===== config.mk =====
export PLATFORM = sky130hd
export DESIGN_NAME = pidmsc_cfg
export DESIGN_NICKNAME = d
export VERILOG_FILES = /design/src/pidmsc_pkg.sv /design/src/pidmsc_cfg.sv
export SDC_FILE = /design/constraint.sdc
export NUM_CORES = 1
export LEC_CHECK = 0
export BUFFER_PORTS_ARGS = -buffer_cell sky130_fd_sc_hd__buf_2
export CAP_MARGIN = 30
export CELL_PAD_IN_SITES_DETAIL_PLACEMENT = 0
export CELL_PAD_IN_SITES_GLOBAL_PLACEMENT = 1
export CORE_UTILIZATION = 39
export DETAILED_ROUTE_END_ITERATION = 10
export HOLD_SLACK_MARGIN = 0.08
export MAX_ROUTING_LAYER = met4
export PLACE_DENSITY = 0.91
export SYNTH_ARGS = -nofsm -noshare
export SYNTH_HDL_FRONTEND = slang
export SYNTH_SLANG_ARGS = --single-unit

===== constraint.sdc =====
create_clock -name clk -period 3.5 [get_ports clk]
set_input_delay 0.875 -clock clk [delete_from_list [all_inputs] [get_ports clk]]
set_output_delay 0.875 -clock clk [all_outputs]
set_load 0.02 [all_outputs]

===== src/pidmsc_pkg.sv =====
// Shared types, constants and register codes for the PID motor speed controller.
package pidmsc_pkg;

  localparam int SPEED_W   = 14;
  localparam int TARGET_W  = 15;
  localparam int ERR_W     = 16;
  localparam int DIFF_W    = ERR_W + 1;
  localparam int GAIN_W    = 24;
  localparam int RUN_W     = 16;
  localparam int DUTY_W    = 9;
  localparam int MAG_W     = 8;
  localparam int DIR_W     = 2;
  localparam int IDX_W     = 3;
  localparam int DATA_W    = 24;
  localparam int FRAC_BITS = 16;

  localparam int SUM_BITS  = 32;
  localparam int DUTY_MAX  = 255;
  localparam int GLITCH_RPM = 7000;

  localparam int P_W   = ERR_W + GAIN_W;
  localparam int D_W   = DIFF_W + GAIN_W;
  localparam int I_W   = SUM_BITS + GAIN_W;
  localparam int TOT_W = I_W + 2;
  localparam int U_W   = TOT_W - FRAC_BITS;

  localparam logic signed [GAIN_W-1:0] GAIN_PROP_RST  = GAIN_W'(3277);
  localparam logic signed [GAIN_W-1:0] GAIN_INTEG_RST = GAIN_W'(655);
  localparam logic signed [GAIN_W-1:0] GAIN_DERIV_RST = '0;
  localparam logic [RUN_W-1:0]         REV_LIMIT_RST  = RUN_W'(5);

  typedef enum logic [IDX_W-1:0] {
    REG_RPM_MODE      = 3'd0,
    REG_GAIN_PROP     = 3'd1,
    REG_GAIN_INTEG    = 3'd2,
    REG_GAIN_DERIV    = 3'd3,
    REG_TARGET_SPEED  = 3'd4,
    REG_REVERSE_LIMIT = 3'd5
  } cfg_reg_t;

  typedef enum logic [DIR_W-1:0] {
    DIR_STOP = 2'd0,
    DIR_FWD  = 2'd1,
    DIR_REV  = 2'd2
  } dir_t;

  typedef struct packed {
    logic                       rpm_mode;
    logic signed [GAIN_W-1:0]   gain_prop;
    logic signed [GAIN_W-1:0]   gain_integ;
    logic signed [GAIN_W-1:0]   gain_deriv;
    logic signed [TARGET_W-1:0] target_speed;
    logic [RUN_W-1:0]           reverse_limit;
  } cfg_t;

  typedef struct packed {
    logic signed [DUTY_W-1:0] duty;
    logic [DIR_W-1:0]         direction;
    logic [MAG_W-1:0]         magnitude;
    logic                     duty_changed;
  } result_t;

endpackage


===== src/pidmsc_cfg.sv =====
// Configuration register file with the target-change clear pulse.
module pidmsc_cfg import pidmsc_pkg::*; (
  input  logic              clk,
  input  logic              rst_n,
  input  logic              wr_en,
  input  logic [IDX_W-1:0]  wr_index,
  input  logic [DATA_W-1:0] wr_data,
  output cfg_t              cfg,
  output logic              sum_clr
);

  cfg_t cfg_r;
  cfg_t cfg_nxt;

  always_comb begin
    cfg_nxt = cfg_r;
    sum_clr = 1'b0;
    if (wr_en) begin
      unique case (wr_index)
        REG_RPM_MODE:      cfg_nxt.rpm_mode      = wr_data[0];
        REG_GAIN_PROP:     cfg_nxt.gain_prop     = $signed(wr_data[GAIN_W-1:0]);
        REG_GAIN_INTEG:    cfg_nxt.gain_integ    = $signed(wr_data[GAIN_W-1:0]);
        REG_GAIN_DERIV:    cfg_nxt.gain_deriv    = $signed(wr_data[GAIN_W-1:0]);
        REG_TARGET_SPEED: begin
          cfg_nxt.target_speed = $signed(wr_data[TARGET_W-1:0]);
          sum_clr = (wr_data[TARGET_W-1:0] != cfg_r.target_speed);
        end
        REG_REVERSE_LIMIT: cfg_nxt.reverse_limit = wr_data[RUN_W-1:0];
        default: ;
      endcase
    end
  end

  always_ff @(posedge clk) begin
    if (!rst_n) begin
      cfg_r.rpm_mode      <= 1'b0;
      cfg_r.gain_prop     <= GAIN_PROP_RST;
      cfg_r.gain_integ    <= GAIN_INTEG_RST;
      cfg_r.gain_deriv    <= GAIN_DERIV_RST;
      cfg_r.target_speed  <= '0;
      cfg_r.reverse_limit <= REV_LIMIT_RST;
    end else begin
      cfg_r <= cfg_nxt;
    end
  end

  assign cfg = cfg_r;

endmodule


* Yosys cells after proc, flatten, opt, wreduce, memory -nomap -nowiden
Index checks and enable logic that the tools add are counted.
Storage, ports and cells: register bits 104, input bits 30, output and inout bits 105, word-level logic and storage cells 21
Operators by class: equality and inequality tests 6, muxes and demuxes 2, reductions and logical operators 7
Operators with widths (count):
- $ne 15x15->1 | 1
- $reduce_and 2->1 | 6
- $eq 3x2->1 const B | 2
- $eq 3x3->1 const B | 2
- $eq 3x1->1 const B | 1
- $logic_not 3->1 | 1
- $mux 1 | 2

* Depth between registers and ports, before layout
Gate-level depths: netlist (run 1).
depth in word-level cells 3, gate-level depth with buffers 6, mapped depth without buffers 4

* Worst setup path before layout (run 1)
Ideal clock, no wire load.
path kind input to output, start point in wr_index[1], end point out sum_clr, arrival time 2037 ps, setup slack 588 ps, cell stages on the path 5, path through buf_2 or3_1 buf_2 buf_4 a31oi_1
On the way: word-level cells in the longest chain between the ends 3
RTL lines:
- from (decl) | RTL line pidmsc_cfg.sv:6 | input logic [IDX_W-1:0] wr_index,
- $eq 3x3->1 | RTL line pidmsc_cfg.sv:19 | unique case (wr_index)
- $mux 1 | RTL line pidmsc_cfg.sv:19
- $mux 1 | RTL line pidmsc_cfg.sv:18 | if (wr_en) begin
- to (decl) | RTL line pidmsc_cfg.sv:9 | output logic sum_clr
No other way between the ends.

* Worst setup path in the final report (run 1)
start point in wr_en, end point out sum_clr
On the way: word-level cells in the longest chain between the ends 1
RTL lines:
- from (decl) | RTL line pidmsc_cfg.sv:5 | input logic wr_en,
- $mux 1 | RTL line pidmsc_cfg.sv:18
No other way between the ends.

==> results of run 1 <==
-- where the power goes --
group,leakage [nW],internal [mW],switching (mW),total (mW)
Combinational,1.19,0.0723,0.137,0.210
Sequential,0.843,1.21,0.0162,1.23
Clock,0.113,0.356,0.460,0.816
Total,2.14,1.64,0.613,2.25
-- path summary, 6_finish.rpt --
kind,endpoint
max,sum_clr
min,cfg[75]$_SDFFE_PN0P_
max reg2reg,cfg[23]$_SDFFE_PN0P_
min reg2reg,cfg[75]$_SDFFE_PN0P_
-- layout by cell type, fill, tap and decap left out, types with 2 or more instances in the layout --
master	n
sky130_fd_sc_hd__nand2_1	208
sky130_fd_sc_hd__buf_2	134
sky130_fd_sc_hd__dfxtp_1	104
sky130_fd_sc_hd__a21boi_0	78
sky130_fd_sc_hd__nand3_1	17
sky130_fd_sc_hd__xor2_1	11
sky130_fd_sc_hd__a21boi_1	10
sky130_fd_sc_hd__clkbuf_8	9
sky130_fd_sc_hd__buf_4	6
sky130_fd_sc_hd__xnor2_1	4
sky130_fd_sc_hd__nor4_1	3
sky130_fd_sc_hd__inv_8	3
sky130_fd_sc_hd__nor2_4	2
sky130_fd_sc_hd__nor2b_1	2
-- critical path, delay by kind of cell --
kind                   cells  cell delay (ns)
AOI/OAI and AO/OA          1             0.21
buffers and inverters      2             0.32
and+or+nand+nor            2             0.51
-- logic make-up after synthesis --
family                 synth area share
AO/OA/AOI/OAI                     0.165
multiplexers                    0.00247
buffers and inverters            0.0377
AND/OR/NAND/NOR                   0.248
XOR/XNOR                         0.0325
flip-flops                        0.515
-- Yosys cell counts, drive strengths merged --
cell type / count / area share
a21boi: 88 / 0.16
a31oi: 1 / 0.0015
and2b: 1 / 0.0019
and3: 1 / 0.0015
buf: 19 / 0.027
clkbuf: 12 / 0.011
dfxtp: 104 / 0.51
mux2i: 1 / 0.0025
nand2: 208 / 0.19
nand2b: 2 / 0.0037
nand3: 17 / 0.021
nand3b: 1 / 0.0019
nand4: 1 / 0.0015
nor2: 2 / 0.0056
nor2b: 2 / 0.0031
nor3: 2 / 0.0037
nor3b: 1 / 0.0046
nor4: 3 / 0.0046
or3: 1 / 0.0015
xnor2: 4 / 0.0087
xor2: 11 / 0.024
-- routing by layer --
metal	track usage	part of all wire
met5	-	0
met3	0.0365	0.060
met4	0.0755	0.015
met1	0.292	0.44
met2	0.380	0.48
-- through the flow --
stage           util  setup slack, ns  instance area, µm²  hold WS, ns
2_1_floorplan      -            0.588                4050        0.532
4_1_cts        0.504            0.703                5000        0.458
5_1_grt        0.504            0.576                5000        0.490
3_3_place_gp   0.482            0.731                4770        0.440
6_report       0.504            0.716                5000        0.455
3_5_place_dp   0.482            0.708                4770        0.443
-- final cells by class --
type / count / area, µm² / area share
Tap cell: 133 / 166 / 0.0333
Sequential cell: 104 / 2080 / 0.417
Multi-Input combinational cell: 347 / 1810 / 0.362
Timing Repair Buffer: 140 / 716 / 0.143
Clock inverter: 7 / 97.6 / 0.0195
Clock buffer: 9 / 124 / 0.0248
==> results.md, run 1 <==
Hold path:
- The count of cells along the worst hold path is 2.
- The worst hold path belongs to the class reg2reg.
- The startpoint identified for the worst hold timing path is cfg[75]$_SDFFE_PN0P_.

Clock network:
- Once the clock tree was built, the resizer swapped 0 gates to a different size.
- After clock tree synthesis, the clock-pin slew on the worst setup and hold paths is 0.10 ns.
- TritonCTS built the clock tree.
- The worst-skew pair later-pin latency is 0.37 ns.
- The number of clock buffers inserted by TritonCTS is 9.
- Once the clock tree was built, the setup fixing pass inserted 0 buffers.
- The clock root buffer is sky130_fd_sc_hd__clkbuf_8.
- The count of H-tree levels built during CTS is 3.
- CTS saw between 100 and 150 sinks.
- After clock tree synthesis, the flow added hold-fix buffers numbering 0.
- The maximum buffer depth of the clock tree is 2.

Worst setup path:
- For flop-to-flop paths, the worst setup slack is between 2 and 3 ns.
- The worst setup path is launched from an input pin.
- The category of the worst setup path capture point is an output pin.
- In this run the worst path has a maximum fanout of 4.
- The delay contributed by the slowest stage of the critical path is ~0.39 ns.
- The startpoint identified for the worst register-to-register timing path is cfg[23]$_SDFFE_PN0P_.
- For the worst setup path, the data required time is approximately 2.6 ns.
- The critical path class is in2out.
- Data on the critical path arrives at its endpoint at 1.91 ns.
- Tracing the worst setup path back leads to its startpoint at wr_en.
- The most frequent cell on the critical path is sky130_fd_sc_hd__buf_2.
- The signal on the critical path passes through buf_2 -> nand2_1 -> or3_1 -> a31oi_1 -> buf_2.
- The slowest stage of the critical path is the sky130_fd_sc_hd__or3_1 cell.
- The worst reg-to-reg path cell count is 2.

Die:
- The effective utilization at floorplan is 0.408.
- Measured along the y axis, the die boundary spans slightly above 100 µm.
- The number of core rows is 36.
- The I/O pin count is about 140.
- The area of the core is 9910 µm².
- The floorplan step defined a die boundary enclosing between 10000 and 15000 µm².
- From left edge to right edge, the die measures just over 100 µm.

Finish:
- The area growth from synthesis to layout is 23.5%.
- The register with the most flip-flops in the layout has about 100 of them.
- The number of diodes added for antenna fixing is 0.
- The finished layout holds 740 standard cells, fillers aside.
- The fill cell total of the finished layout is ~1000.
- The final layout net count is 632.
- Of the cells placed in the final design, the portion with a size suffix greater than 1 is 0.265.

Route:
- The via count is between 3000 and 4000.
- The remaining antenna violation count is 0.
- The count of TritonRoute iterations in the first routing pass is 4.
- Wires add up to between 10000 and 15000 µm.
- After detailed routing, the number of remaining DRC violations is 0.
- The number of vias per cell after detailed routing is slightly above 5.
- The count of routing violations after the opening detailed-route iteration is 251.
- In the final routed layout, each cell accounts on average for 16.1 µm.

Placed design:
- In this run the tool buffered the top-level ports with around 130 buffer cells.
- Routability-driven placement finished with a final weighted congestion of 0.886.
- Including well taps, the total number of placed cells is ~720.
- Summed over all nets, the half-perimeter wirelength after detailed placement is a little under 9000 µm.

Pwr:
- Dividing total power by cell area gives a power density of about 450 nW/µm².
- The static leakage is around 2.1 nW.
- The worst ir drop on vdd is 205 µV.
- After layout, the design draws a total of between 2 and 2.5 mW.

STA:
- The number of endpoints failing setup at the final stage is 0.
- The final setup TNS is 0 ns.
- Static timing analysis puts the maximum clock frequency at 359 MHz.
- After layout, the minimum clock period comes to between 2 and 3 ns.
- The clock tree skew after final layout is 0 ns.
- Setup repair after global routing left no endpoint under its margin.
- At the pin with the least slew margin, the transition time is 1.11 ns.
- The worst slew margin relative to its limit is 0.257.
- The final max-slew violation count is 0.
- The share of the clock period used by the worst path after layout is 0.795.
- The number of endpoints with negative hold slack in the final report is 0.

GRT:
- The maximum number of pins on one net before global-route repair is 90.
- The first-pass GRT wire length is 19000 µm.
- The number of global-route vias before repair is 3578.
- The number of antenna violations at the first check in global routing is 0.
- Global routing finished with a remaining overflow of 0.
- For this run, the total global-route usage over all layers was measured as 0.232.

Synthesis:
- The post-synthesis cell area is between 4000 and 5000 µm².
- The synthesized netlist contains 25 unique library cells.
- Averaged over all synthesized cells, the footprint is approximately 8.4 µm².
- The proportion of synthesized chip area in sequential cells is 0.515.
- The number of standard cells after synthesis is a little under 500.
- Counting every net in the synthesized netlist gives just over 500.
- Synthesis inferred between 100 and 150 register bits.
- During synthesis, Yosys emitted a total of 0 warnings.

Job:
- The tool flagged a number of max-cap violations equal to 0.

Run status:
- The flow ran to the end, and the final reports show no timing, DRC or antenna violations.
Power figures use the tool's default switching activity.
==> run 2, diff against run 1 <==
- CORE_UTILIZATION: 39 -> 32
- PLACE_DENSITY: 0.91 -> 0.8
- clock period: 3.5 -> 2.36 ns (I/O delays scaled with it)
==> run 2 against run 1 <==
Hold slack worse by 0.0031 ns. Cell count up 6.8%. Non-clock buffer count up 15. First-iteration DRC count down 0.80%. Register-to-register slack worse by 1.2 ns. Sequential share of layout area down 2.1 points. Combinational power up 63%. Via count up 0.67%. Largest power group unchanged. Highest routed layer unchanged.
==> results.md, run 2 (same netlist as run 1, synthesis figures left out) <==
Worst setup path:
- The register-to-register setup slack is 1.55 ns.
- The arrival time reported for the critical path endpoint is approximately 1.6 ns.
- The critical path class is in2out.
- The origin of the critical flop-to-flop path is cfg[16]$_SDFFE_PN0P_.
- The endpoint identified for the worst register-to-register timing path is cfg[16]$_SDFFE_PN0P_.
- The highest net fanout along the worst path is 2.
- The worst reg-to-reg path cell count is 2.
- STA puts the critical path data required time at 1.77 ns.
- The startpoint type of the worst setup path is an input pin.
- The category of the worst setup path capture point is an output pin.

Clock network:
- The worst-skew pair later-pin latency is about 0.35 ns.
- Buffers inserted during clock tree synthesis total 9.
- The TritonCTS clock tree is yes.
- The clock tree synthesis step divided the H-tree into 3 levels.
- The clock root buffer is sky130_fd_sc_hd__clkbuf_16.
- The clock passes through at most 2 buffers.
- The hold-fix buffer count after cts is 0.
- In this run the post-CTS setup repair buffer count came out at 0.
- After clock tree synthesis, the clock-pin slew on the worst setup and hold paths is roughly 0.07 ns.
- Counting every sink on the clock net gives approximately 100.

STA:
- Setup repair after global routing left no endpoint under its margin.
- Setup violations remaining at the end of the flow were counted as 0.
- The final max-slew violation count is 0.
- On the final layout, the worst clock skew is 0 ns.
- The worst slew margin relative to its limit is 0.686.
- The final setup TNS is 0 ns.
- The measured slew at the worst slew-check pin is roughly 0.47 ns.
- The minimum clock period is 2.20 ns.
- The number of endpoints with negative hold slack in the final report is 0.
- The fmax is about 460 MHz.
- The share of the clock period used by the worst path after layout is 0.931.

Hold path:
- The path class of the tightest hold or removal check is reg2reg.
- The end of the worst hold path is cfg[48]$_SDFFE_PN0P_.
- Counting instances, the worst hold path has a depth of 2.
- The startpoint identified for the worst hold timing path is cfg[48]$_SDFFE_PN0P_.

Pwr:
- The worst ir drop on vdd is about 290 µV.
- The net switching power is slightly above 0.9 mW.
- The share of total power dissipated in combinational logic is 0.095.
- The portion of total power attributed to the clock network is 0.403.
- For this design the ratio of total power to cell area is around 690 nW/µm².
- The internal portion of the total power is 2.70 mW.
- The static leakage is 2.25 nW.
- Of the total power, the share spent switching nets is 0.254.
- The share of total power dissipated in sequential elements is 0.503.

Finish:
- The finished cells cover roughly 5300 µm².
- The most frequent standard cell in the layout excluding fill and tap cells is sky130_fd_sc_hd__nand2_1.
- The number of non-filler instances in the completed layout is 790.
- The register with the most flip-flops in the layout has between 100 and 150 of them.
- The top cell types in the final layout, fill and taps aside, are 208 x sky130_fd_sc_hd__nand2_1, 134 x sky130_fd_sc_hd__buf_2, 104 x sky130_fd_sc_hd__dfxtp_1.
- The number of diodes added for antenna fixing is 0.
- Compared with the post-synthesis result, the final layout area differs by 30.1%.
- The share of layout cells above drive strength 1 is 0.281.
- After the last flow step, the layout net total stands at ~650.
- The fraction of the core area covered by cells at the end of the flow is 0.433.

Route:
- In this run, the number of DRC markers left after iteration 0 of detailed routing was about 250.
- The via count is 3751.
- In the final routed layout, each cell accounts on average for 17.2 µm.
- The number of vias per cell after detailed routing is 4.75.
- After detailed routing, the number of remaining DRC violations is 0.
- The count of TritonRoute iterations in the first routing pass is 4.
- The remaining antenna violation count is 0.
- The overall routed net length is between 10000 and 15000 µm.

Die:
- For this configuration, the core starts out at a cell density of 0.333.
- During I/O placement, the number of pins put on the boundary was 135.
- The vertical die dimension is ~110 µm.
- From left edge to right edge, the die measures between 100 and 150 µm.
- The area of the core is ~12000 µm².
- The number of core rows is 40.
- The die area is around 13000 µm².

Placed design:
- The detailed-placement wirelength estimate is ~10000 µm.
- Routability-driven placement finished with a final weighted congestion of approximately 0.94.
- The number of placed instances, taps included is a little under 800.
- The count of buffers added on input and output ports is ~130.
- In this run the cell area measured after placement is slightly below 5000 µm².

GRT:
- For this run, the total global-route usage over all layers was measured as 0.219.
- The number of global-route vias before repair is about 3600.
- For this run the aggregate overflow at the end of global routing stands at 0.
- The maximum number of pins on one net before global-route repair is roughly 110.
- The first-pass GRT wire length is 20300 µm.
- The number of antenna violations at the first check in global routing is 0.

Run status:
- The run finished with clean final reports.

Job:
- The number of max-cap violations is 0.
[run 2: worst max-delay path by stage]
stage,start,end,cells past startpoint
floorplan,wr_index[1],sum_clr,5
global placement,wr_data[5],sum_clr,5
global route,wr_data[14],sum_clr,6
CTS,wr_data[5],sum_clr,5
finish,wr_data[14],sum_clr,6
detailed placement,wr_data[5],sum_clr,5
[run 2: through the flow]
stage	setup WS (ns)	hold WS, ns	power [mW]
floorplan	0.0180	0.532	2.04
global placement	0.104	0.439	2.20
detailed placement	0.106	0.445	2.20
CTS	0.0997	0.455	3.65
global route	0.0592	0.483	3.75
finish	0.163	0.452	3.62
[run 2: cell type report]
| class | instances | area (µm²) |
|---|---|---|
| clock inverters | 3 | 26.3 |
| clock buffers | 13 | 260 |
| flip-flops and latches | 104 | 2080 |
| fillers | 1258 | 6900 |
| multi-input cells | 347 | 1820 |
| well taps | 168 | 210 |
| repair buffers | 155 | 866 |
[run 2: critical path, cell delays in order]
cell	delay, ns
sky130_fd_sc_hd__buf_2	0.13
sky130_fd_sc_hd__xnor2_1	0.27
sky130_fd_sc_hd__nand4_1	0.13
sky130_fd_sc_hd__nor4_1	0.18
sky130_fd_sc_hd__a31oi_1	0.13
sky130_fd_sc_hd__buf_2	0.18
[run 2: per-layer routing]
metal / share of wire / global-route usage
met1: 0.45 / 0.273
met2: 0.45 / 0.333
met3: 0.072 / 0.0545
met4: 0.028 / 0.0996
met5: 0 / -
[run 2: power groups by stage]
stage	Clock, mW	Combinational (mW)	Sequential [mW]
6_report	1.46	0.343	1.82
5_1_grt	1.56	0.371	1.82
4_1_cts	1.49	0.342	1.82
3_5_place_dp	0	0.342	1.86
3_3_place_gp	0	0.338	1.86
2_1_floorplan	0	0.131	1.91
[run 2: what timing repair did]
| item | 4_1_cts | 5_1_grt |
|---|---|---|
| endpoints found under the setup margin | 0 | 1 |
| endpoints found under the hold margin | 0 | 0 |
| resized for setup | 0 | 1 |
==> run 3, diff against run 2 <==
- REMOVE_ABC_BUFFERS: default -> 1
==> run 3 against run 2 <==
Sequential power hardly changed. Count of clock-buffer cells in the layout stayed put. Non-clock buffer count is 3 higher. Final area is 0.81% higher. Cell count is 0.25% higher. First-iteration DRC count is 47% lower. Register-to-register slack better by 0.03 ns. Flip-flop and latch count stayed put. Largest cell class unchanged. Highest routed layer unchanged.
==> results.md, run 3 (same netlist as run 1, synthesis figures left out) <==
Run status:
- The run finished with clean final reports.

Worst setup path:
- Data on the critical path arrives at its endpoint at ~1.7 ns.
- On the critical path, the stage with the largest delay is an instance of sky130_fd_sc_hd__nor4_1.
- Traced cell by cell, the critical path runs through buf_2 -> xor2_1 -> nor4_1 -> buf_4 -> a31oi_1 -> buf_2.
- Together, buffers and inverters on the worst path number 3.
- Counting stages on the worst path, the most repeated cell is sky130_fd_sc_hd__buf_2.
- The critical path is of the in2out type.
- For the worst setup path, the data required time is approximately 1.8 ns.
- The category of the worst setup path capture point is an output pin.
- The worst setup path is launched from an input pin.
- In this design, the largest share of critical-path delay is due to buffers and inverters.
- The highest net fanout along the worst path is 2.
- The delay contributed by the slowest stage of the critical path is approximately 0.32 ns.

GRT:
- Global routing finished with a remaining overflow of 0.
- The overall global routing resource usage is 0.188.
- The first global-routing pass estimated between 15000 and 20000 µm of wire.
- The maximum number of pins on one net before global-route repair is around 110.
- The number of global-route vias before repair was 3400.
- The number of antenna violations at the first check in global routing is 0.

Die:
- The die is ~110 µm wide.
- The area of the core is about 12000 µm².
- The vertical die dimension is approximately 110 µm.
- The die area is 13100 µm².
- For this configuration, the core starts out at a cell density of 0.333.
- The I/O pin count is 135.
- The number of core rows is 40.

Route:
- For this run, design rule violations remaining after detail routing come to 0.
- The first detailed-routing pass took 4 iterations.
- In the detailed route, the total length drawn on met2 is roughly 5500 µm.
- The count of routing violations after the opening detailed-route iteration is between 100 and 150.
- The count of nets left with antenna violations once routing finished came out at 0.
- In the final routed layout, each cell accounts on average for roughly 15 µm.
- The total length of routed met3 wires is around 460 µm.
- The via count is 3644.
- The topmost layer with routed signal wires is met4.
- The number of vias per cell after detailed routing is roughly 4.6.
- Wires add up to roughly 12000 µm.
- The detailed-routing wirelength on met1 is roughly 5500 µm.

Finish:
- The number of antenna diodes in the final layout is 0.
- The most frequent standard cell in the layout excluding fill and tap cells is sky130_fd_sc_hd__nand2_1.
- The register with the most flip-flops in the layout has between 100 and 150 of them.
- Leaving out fill and tap cells, the most frequent cells in the layout are 208 x sky130_fd_sc_hd__nand2_1, 133 x sky130_fd_sc_hd__buf_2, 103 x sky130_fd_sc_hd__dfxtp_1.
- The final layout net count is 650.
- Of the cells placed in the final design, the portion with a size suffix greater than 1 is 0.288.
- The area of all placed cells without fillers is approximately 5300 µm².
- From synthesis to final layout, the design area changed by 31.1%.
- The fill cell total of the finished layout is around 1300.

Clock network:
- The worst-skew pair later-pin latency is around 0.35 ns.
- The number of sinks handled by clock tree synthesis is ~100.
- CTS placed an instance of sky130_fd_sc_hd__clkbuf_16 at the clock tree root.
- The maximum buffer depth of the clock tree is 2.
- After clock tree synthesis, the clock-pin slew on the worst setup and hold paths is 0.07 ns.
- The count of H-tree levels built during CTS is 3.
- The number of clock buffers inserted by TritonCTS is 9.
- The TritonCTS clock tree is yes.

STA:
- Setup slack closes at about 0.11 ns.
- Setup violations remaining at the end of the flow were counted as 0.
- The clock tree skew after final layout is 0 ns.
- Static timing analysis puts the maximum clock frequency at 444 MHz.
- At the pin with the least slew margin, the transition time is 0.500 ns.
- Setup repair after global routing left no endpoint under its margin.
- In this run the tightest slew margin relative to its limit is 0.666.
- The minimum clock period is between 2 and 2.5 ns.
- The number of endpoints with negative hold slack in the final report is 0.
- The final max-slew violation count is 0.
- Of the available clock period, the critical path in the final layout requires 0.955.

Pwr:
- The static leakage is 2.27 nW.
- The power density normalized to cell area is around 680 nW/µm².
- Power comes to roughly 3.6 mW.
- The worst ir drop on vdd is approximately 300 µV.

Placed design:
- The routability congestion estimate is roughly 0.75.
- The detailed-placement wirelength estimate is ~8000 µm.
- At the placement stage, the worst setup path has a slack of -0.148 ns.
- In this run the tool buffered the top-level ports with 134 buffer cells.
- The instance area at placement is 4990 µm².

Job:
- The tool flagged a number of max-cap violations equal to 0.

Hold path:
- The worst hold path belongs to the class reg2reg.
==> run 3: worst reg2reg max path: cells and delay by family, from the launching register on <==
kind	cells	cell delay, ns
DFF	1	0.38
buffers and inverters	1	0.13
and+or+nand+nor	1	0.04
AOI/OAI and AO/OA	1	0.16
==> run 3: what timing repair did <==
item,4_1_cts,5_1_grt
setup buffers,1,0
pin swaps,4,1
hold buffers,0,0
gates resized for setup,5,0
setup endpoints to repair,1,1
endpoints found under the hold margin,0,0
==> run 3: worst paths after layout <==
check	startpoint	endpoint	slack (ns)	depth (start not counted)
setup / recovery	wr_data[5]	sum_clr	0.11	6
hold / removal	cfg[49]$_SDFFE_PN0P_	cfg[49]$_SDFFE_PN0P_	0.45	2
setup reg to reg	cfg[30]$_SDFFE_PN0P_	cfg[30]$_SDFFE_PN0P_	1.58	3
hold reg to reg	cfg[49]$_SDFFE_PN0P_	cfg[49]$_SDFFE_PN0P_	0.45	2
==> run 3: where the power goes <==
group | switching (mW) | total (mW) | internal [mW]
registers | 0.0227 | 1.82 | 1.80
logic | 0.205 | 0.332 | 0.127
clock network | 0.640 | 1.44 | 0.797
==> run 3: final cells by class <==
type	instances	area, µm²	area share
Clock buffer	13	270	0.0510
Clock inverter	2	13.8	0.00259
Multi-Input combinational cell	347	1840	0.346
Sequential cell	104	2080	0.393
Tap cell	168	210	0.0396
Timing Repair Buffer	158	891	0.168
==> run 3: layer usage <==
layer / global-route usage / up-vias
met4: 0.0623 / 0
met3: 0.0344 / 11
met5: - / -
met1: 0.243 / 1711
met2: 0.295 / 92
li1: - / 1830
==> run 3: stage by stage <==
| step | cells | utilization | hold WS [ns] | TNS (ns) |
|---|---|---|---|---|
| after floorplan | 451 | - | 0.533 | 0 |
| after global placement | 777 | 0.410 | 0.438 | -0.168 |
| after detailed placement | 777 | 0.410 | 0.442 | -0.148 |
| after CTS | 792 | 0.436 | 0.451 | -0.0185 |
| after global routing | 792 | 0.436 | 0.468 | 0 |
| final | 792 | 0.436 | 0.449 | 0 |
